**config.mk**
```make
export PLATFORM = sky130hd
export DESIGN_NAME = bbd_coord
export DESIGN_NICKNAME = d
export VERILOG_FILES = /design/src/rtl/bbd_pkg.sv /design/src/rtl/bbd_coord.sv
export SDC_FILE = /design/constraint.sdc
export NUM_CORES = 1
export LEC_CHECK = 0
export ABC_AREA = 1
export BUFFER_PORTS_ARGS = -buffer_cell sky130_fd_sc_hd__clkbuf_2
export CORE_ASPECT_RATIO = 1.4
export CORE_MARGIN = 2
export CORE_UTILIZATION = 55
export CTS_CLUSTER_DIAMETER = 80
export DETAILED_ROUTE_END_ITERATION = 6
export GPL_TIMING_DRIVEN = 0
export PLACE_DENSITY = 0.73
export REMOVE_ABC_BUFFERS = 1
export SYNTH_ARGS = -nofsm -noshare
export SYNTH_HDL_FRONTEND = slang
export SYNTH_SLANG_ARGS = --single-unit
```
**constraint.sdc**
```tcl
create_clock -name clk -period 3.5 [get_ports clk]
set_input_delay 0.175 -clock clk [delete_from_list [all_inputs] [get_ports clk]]
set_output_delay 0.175 -clock clk [all_outputs]
set_load 0.01 [all_outputs]
```
**src/rtl/bbd_pkg.sv**
```systemverilog
// shared constants and types for the box binning downsampler
`default_nettype none

package bbd_pkg;

  // field widths
  localparam int SAMPLE_W  = 32;
  localparam int SUM_W     = 40;
  localparam int COORD_W   = 10;
  localparam int FACTOR_W  = 5;
  localparam int SIDE_W    = 11;
  localparam int CFG_W     = 11;
  localparam int CFG_IDX_W = 2;

  // configuration register indexes
  localparam logic [CFG_IDX_W-1:0] CFG_FACTOR = 2'd0;
  localparam logic [CFG_IDX_W-1:0] CFG_SIDE   = 2'd1;

  // position flags of one subpixel inside its block and frame
  typedef struct packed {
    logic first;       // top-left subpixel of a block
    logic last;        // bottom-right subpixel of a block
    logic frame_last;  // block is the last pixel of the frame
  } blk_flags_t;

endpackage

`default_nettype wire

```
**src/rtl/bbd_coord.sv**
```systemverilog
// configuration registers and subpixel position counters
`default_nettype none

module bbd_coord
  import bbd_pkg::*;
#(
  parameter int MAX_SIDE   = 1024,
  parameter int MAX_FACTOR = 16,
  parameter int XW         = 10,
  parameter int FW         = 4
) (
  input  wire logic                 clk,
  input  wire logic                 rst_n,
  input  wire logic                 cfg_we,
  input  wire logic [CFG_IDX_W-1:0] cfg_index,
  input  wire logic [CFG_W-1:0]     cfg_data,
  input  wire logic                 step,
  output logic      [XW-1:0]        ox,
  output logic      [XW-1:0]        oy,
  output blk_flags_t                flags
);

  logic [FACTOR_W-1:0] factor_r;
  logic [SIDE_W-1:0]   side_r;
  logic [FW-1:0]       dx_r;
  logic [FW-1:0]       dy_r;
  logic [XW-1:0]       ox_r;
  logic [XW-1:0]       oy_r;

  logic [6:0]    f_wide;
  logic [6:0]    f_clamp;
  logic [6:0]    fm1_wide;
  logic [FW-1:0] fm1;
  logic [12:0]   s_wide;
  logic [12:0]   s_clamp;
  logic [12:0]   sm1_wide;
  logic [XW-1:0] sm1;
  logic          restart;

  // clamp factor and side to their usable ranges
  always_comb begin
    f_wide  = {2'b00, factor_r};
    f_clamp = f_wide;
    if (f_wide == 7'd0) begin
      f_clamp = 7'd1;
    end else if (f_wide > 7'(MAX_FACTOR)) begin
      f_clamp = 7'(MAX_FACTOR);
    end
    fm1_wide = f_clamp - 7'd1;
    fm1      = fm1_wide[FW-1:0];

    s_wide  = {2'b00, side_r};
    s_clamp = s_wide;
    if (s_wide == 13'd0) begin
      s_clamp = 13'd1;
    end else if (s_wide > 13'(MAX_SIDE)) begin
      s_clamp = 13'(MAX_SIDE);
    end
    sm1_wide = s_clamp - 13'd1;
    sm1      = sm1_wide[XW-1:0];
  end

  // any write to a known register restarts the frame
  assign restart = cfg_we && ((cfg_index == CFG_FACTOR) || (cfg_index == CFG_SIDE));

  // configuration registers
  always_ff @(posedge clk) begin
    if (!rst_n) begin
      factor_r <= FACTOR_W'(1);
      side_r   <= SIDE_W'(64);
    end else if (cfg_we) begin
      case (cfg_index)
        CFG_FACTOR: factor_r <= cfg_data[FACTOR_W-1:0];
        CFG_SIDE:   side_r   <= cfg_data[SIDE_W-1:0];
        default:    ;
      endcase
    end
  end

  // nested counters: subcolumn, column, subrow, row
  always_ff @(posedge clk) begin
    if (!rst_n || restart) begin
      dx_r <= '0;
      dy_r <= '0;
      ox_r <= '0;
      oy_r <= '0;
    end else if (step) begin
      if (dx_r == fm1) begin
        dx_r <= '0;
        if (ox_r == sm1) begin
          ox_r <= '0;
          if (dy_r == fm1) begin
            dy_r <= '0;
            if (oy_r == sm1) begin
              oy_r <= '0;
            end else begin
              oy_r <= oy_r + XW'(1);
            end
          end else begin
            dy_r <= dy_r + FW'(1);
          end
        end else begin
          ox_r <= ox_r + XW'(1);
        end
      end else begin
        dx_r <= dx_r + FW'(1);
      end
    end
  end

  // position of the current subpixel
  assign ox               = ox_r;
  assign oy               = oy_r;
  assign flags.first      = (dx_r == '0) && (dy_r == '0);
  assign flags.last       = (dx_r == fm1) && (dy_r == fm1);
  assign flags.frame_last = (ox_r == sm1) && (oy_r == sm1);

endmodule

`default_nettype wire

```
== Word level (Yosys, flattened, before mapping) ==
Index checks and enable logic that the tools add are counted.
Cells by class
  mux-type cells: 8
  order comparisons: 2
  add/subtract/negate cells: 6
  equal/unequal tests: 5
  reduce and logical (&&, ||, !) cells: 17
Operator list (count)
  10-bit two-way mux: 4
  10-bit by 1-bit adder with 10-bit output (second input constant): 2
  10-bit equality test: 2
  4-bit two-way mux: 4
  11-bit > comparator (second input constant): 1
  11-bit zero test: 1
  10-bit by 1-bit subtractor with 10-bit output (second input constant): 1
  4-bit by 1-bit adder with 4-bit output (second input constant): 2
  4-bit equality test: 2
  4-bit zero test: 2
  2-bit AND reduction: 3
  5-bit > comparator (second input constant): 1
  5-bit zero test: 1
  1-bit logical AND: 4
  4-bit AND reduction: 1
  4-bit by 1-bit subtractor with 4-bit output (second input constant): 1
  3-bit AND reduction: 1
  2-bit by 1-bit equality test with 1-bit output (second input constant): 1
  2-bit zero test: 1
  1-bit logical OR: 2
  1-bit zero test: 1
Storage, ports and cells
  bits in registers: 44
  output and inout port bits: 23
  word-level logic and storage cells: 44
  bits of input ports: 17

== Longest topological paths before layout ==
  word-level depth: 6
  depth in mapped cells: 22
  gate-level depth less buffers: 20

== Worst setup path after synthesis ==
OpenSTA, ideal clock, no wires.
  kind: register to register
  start: register factor_r[2]
  end: register ox_r[9] (netlist: ox[9])
  arrival time: 2.364 ns
  stages on the path, launching flop included: 17
  data required time: 3.383 ns
  period minus slack after synthesis: 2.481 ns
  path buffers: 0
  setup slack: 1.019 ns
  cell sequence: dfxtp_1 -> inv_2 -> nand3_1 -> or2_1 -> nand2_1 -> nand2_1 -> ha_1 -> o21bai_1 -> nand2_1 -> xor2_1 -> nand4_1 -> nor2_4 -> nand3_1 -> nor2_1 -> nand3_1 -> xor2_1 -> nor2_1
On the way
  longest elaborated chain between the ends: 6
Ends and longest elaborated chain
  from (decl): RTL line bbd_coord.sv:23  | logic [FACTOR_W-1:0] factor_r;
  from (signal assigned): RTL line bbd_coord.sv:73  | CFG_FACTOR: factor_r <= cfg_data[FACTOR_W-1:0];
  5-bit > comparator: RTL line bbd_coord.sv:46  | end else if (f_wide > 7'(MAX_FACTOR)) begin
  4-bit two-way mux: RTL line bbd_coord.sv:46
  4-bit two-way mux (*): RTL line bbd_coord.sv:44  | if (f_wide == 7'd0) begin
  4-bit by 1-bit subtractor with 4-bit output (*): RTL line bbd_coord.sv:49  | fm1_wide = f_clamp - 7'd1;
  4-bit equality test (*): RTL line bbd_coord.sv:88  | if (dx_r == fm1) begin
  2-bit AND reduction (no source line) (*)
  to (signal assigned): RTL line bbd_coord.sv:103  | ox_r <= ox_r + XW'(1);
  to (decl): RTL line bbd_coord.sv:27  | logic [XW-1:0] ox_r;
Every way passes the cells marked *; elsewhere a longest branch is shown, timed or not.
A chain may end at the register's enable or synchronous reset.

== Worst setup path in the final report ==
  start: register factor_r[0]
  end: register ox_r[9] (netlist: ox[9])
The elaborated chain is that of the path after synthesis.

==> impl_metrics.py <==
metrics = {
    "die": {
        "initial_core_util_pct": 56.1,
        "dieHeight_um": 94.5,
        "ios": 40,
        "rows": 33,
        "core_area_um2": 5740,
        "die-area_um2": 6490,
        "fp.dieW_um": 68.6,
    },
    "synth": {
        "synth_edf_count": 0,
        "synth_common_cells": "116 x nand2_1, 73 x nand3_1, 72 x inv_1, 53 x nor2_1, 44 x dfxtp_1",
        "syn_area_um2": 3220,
        "avgSynthCellArea_um2": 6.36,
        "yosys.area.top_type": "dfxtp_1",
        "synth_area_leaders": "dfxtp_1 27%, nand2_1 14%, nand3_1 11%",
        "yosysUniqueCellTypes": 33,
        "synth_seq_cells": 44,
        "synth_top_area_share_pct": 27.4,
        "syn_inst": 506,
        "yosysSeqAreaShare_pct": 27.4,
        "yosysMostFrequentCell": "nand2_1",
        "synthArstFlopShare_pct": 0,
        "ys_warn_count": 0,
        "synth-main-ff-cell": "dfxtp_1",
    },
    "worst_hold_path": {
        "holdPathStages": 3,
        "hold_class": "in2reg",
        "hp-start": "cfg_data[0]",
        "min_to": "factor_r[0]",
    },
    "global_route": {
        "grtUsageTotal_pct": 28.1,
        "grt_pass1_vias": 3166,
        "grt_max_degree": 22,
        "antenna_found_initial": 0,
        "grt_overflow": 0,
        "grt_pass1_wl_um": 14000,
    },
    "worst_setup_path": {
        "reg2reg_depth": 16,
        "start_kind": "register",
        "critPathRequiredTime_ns": 3.70,
        "cp_max_fo": 17,
        "endpoint_kind": "register",
        "cp.arrival_ns": 3.33,
        "r2r-end": "ox[9]",
        "path_class": "reg2reg",
        "r2r_start": "factor_r[0]",
        "r2r_slack_ns": 0.36,
    },
    "clocking": {
        "insertion_delay_ns": 0.30,
        "postCtsSetupRepairBufs": 0,
        "numClockSinks": 44,
        "cts_tree": "done",
        "clk_pin_slew_ns": 0.09,
        "root_buffer": "clkbuf_8",
        "htreeDepth": 2,
        "cts.path.max_buffers": 2,
        "holdBufCountCts": 0,
        "cts-buffers-inserted": 5,
    },
    "placement": {
        "dp_worst_setup_slack_ns": 0.363,
        "dp_hpwl_um": 6480,
        "finalWeightedCongestion": 0.982,
        "numPortBuffers": 39,
        "placed_area_um2": 3460,
    },
    "sta": {
        "tightest_slew_ns": 0.683,
        "tns_ns": 0,
        "final-hold-violation-count": 0,
        "rsz0062_at_grt": "no",
        "slew_headroom_pct": 53.9,
        "period_share_pct": 89.7,
        "fmax_mhz": 319,
        "fin_crit_ns": 3.14,
        "fin_ws_ns": 0.362,
        "finClkSkew_ns": 0.00905,
        "slew_violations": 0,
        "finalSetupViolations": 0,
    },
    "drt": {
        "drtAntennaViolNets": 0,
        "route.detailed.wl_per_inst_um": 13.3,
        "drt_pre_antenna_iters": 4,
        "drt-initial-drc-count": 151,
        "drc": 0,
        "vias_per_cell": 5.44,
        "vias": 3348,
        "wl_um": 8200,
    },
    "power_and_ir_drop": {
        "power_mw": 1.18,
        "seqPwrFrac_pct": 44.7,
        "p_sw_share_pct": 34.8,
        "combPwrFrac_pct": 25.8,
        "ir_drop_mv": 0.295,
        "p_sw_uw": 410,
        "leakage_nw": 1.70,
        "p_per_area_nw_per_um2": 331,
        "clock_power_share_pct": 29.5,
        "internal_power_uw": 769,
    },
    "finish": {
        "insertedDiodeCount": 0,
        "syn2layout_area_growth_pct": 10.7,
        "design_area_um2": 3560,
        "nets": 570,
        "drive_gt1_share_pct": 15.0,
    },
    "outcome": {
        "status": "finished clean",
    },
    "job": {
        "maxCapViolCount": 0,
    },
}
==> state kept, by name, indices dropped and copies added, names as in the netlist <==
register	cells
ox	10
side_r	11
oy	10
dy_r	4
dx_r	4
factor_r	5
==> cell usage in the layout, fill, tap and decap left out, types with 8 or more instances in the layout <==
cell / synthesis / final
nand3_1: 73 / 73
inv_1: 72 / 72
a21oi_1: 27 / 27
xor2_1: 21 / 21
nor2_1: 53 / 53
clkbuf_2: 0 / 39
dfxtp_1: 44 / 44
nand2_1: 116 / 116
inv_2: 8 / 8
o21ai_0: 17 / 17
ha_1: 8 / 8
nand4_1: 14 / 14
==> metal layers <==
metal	vias up	routed length [µm]	track usage (%)
met2	77	4170	49.2
li1	1715	-	-
met5	-	0	0
met1	1531	3430	33.1
met4	0	329	12.0
met3	25	266	3.81
==> through the flow <==
stage               hold slack (ns)  utilization [%]  instances
global route                  0.141             62.1        616
floorplan                     0.260                -        499
finish                        0.124             62.1        616
CTS                           0.117             62.0        616
global placement              0.426             60.3        608
detailed placement            0.429             60.3        608
==> power by group through the flow <==
stage | Sequential, mW | Clock, mW | Combinational [mW]
after floorplan | 0.536 | 0 | 0.231
after global placement | 0.539 | 0 | 0.296
after detailed placement | 0.539 | 0 | 0.300
after CTS | 0.527 | 0.355 | 0.302
after global routing | 0.530 | 0.377 | 0.348
final | 0.528 | 0.347 | 0.304
==> how the worst max path moves through the flow <==
stage / slack (ns) / start / cells past startpoint / endpoint
after detailed placement: 0.36 / factor_r[0] / 16 / ox[9]
after global placement: 0.44 / factor_r[0] / 16 / ox[9]
after floorplan: 0.90 / factor_r[2] / 16 / ox[9]
after global routing: 0.03 / factor_r[0] / 16 / ox[9]
final: 0.36 / factor_r[0] / 16 / ox[9]
after CTS: 0.23 / side_r[2] / 16 / flags[0]
==> layout make-up <==
cell class                      instances  area, µm²
Clock inverter                          2       15.0
Inverter                               80        300
Clock buffer                            6       82.6
Timing Repair Buffer                   39        195
Tap cell                               70       87.6
Fill cell                             576       2180
Multi-Input combinational cell        375       2000
Sequential cell                        44        881
==> repair_timing <==
item	in CTS	in global routing
setup endpoints to repair	0	1
resized for setup	0	1
hold endpoints to repair	0	0
==> logic make-up (layout without fill, tap and decap cells) <==
family          count (synthesis)  after routing  synth area share, %
flops                          44             44                 27.4
compound gates                 54             54                 9.53
xor+xnor                       24             24                 6.53
simple gates                  289            289                 42.8
buf+inv                        87            127                 10.7
fa+ha+maj                       8              8                 3.11
==> worst max-delay path, cell delays in order, from the launching register on <==
cell and delay, ns:
dfxtp_1 0.30, inv_1 0.09, nand3_1 0.10, or2_1 0.23, nand2_1 0.07, nand2_1 0.12, ha_1 0.24, o21bai_1 0.19
nand2_1 0.11, xor2_1 0.15, nand4_1 0.25, nor2_4 0.48, nand3_1 0.17, nor2_1 0.21, nand3_1 0.13, xor2_1 0.15
nor2_1 0.05
(Power assumes the default switching activity.)
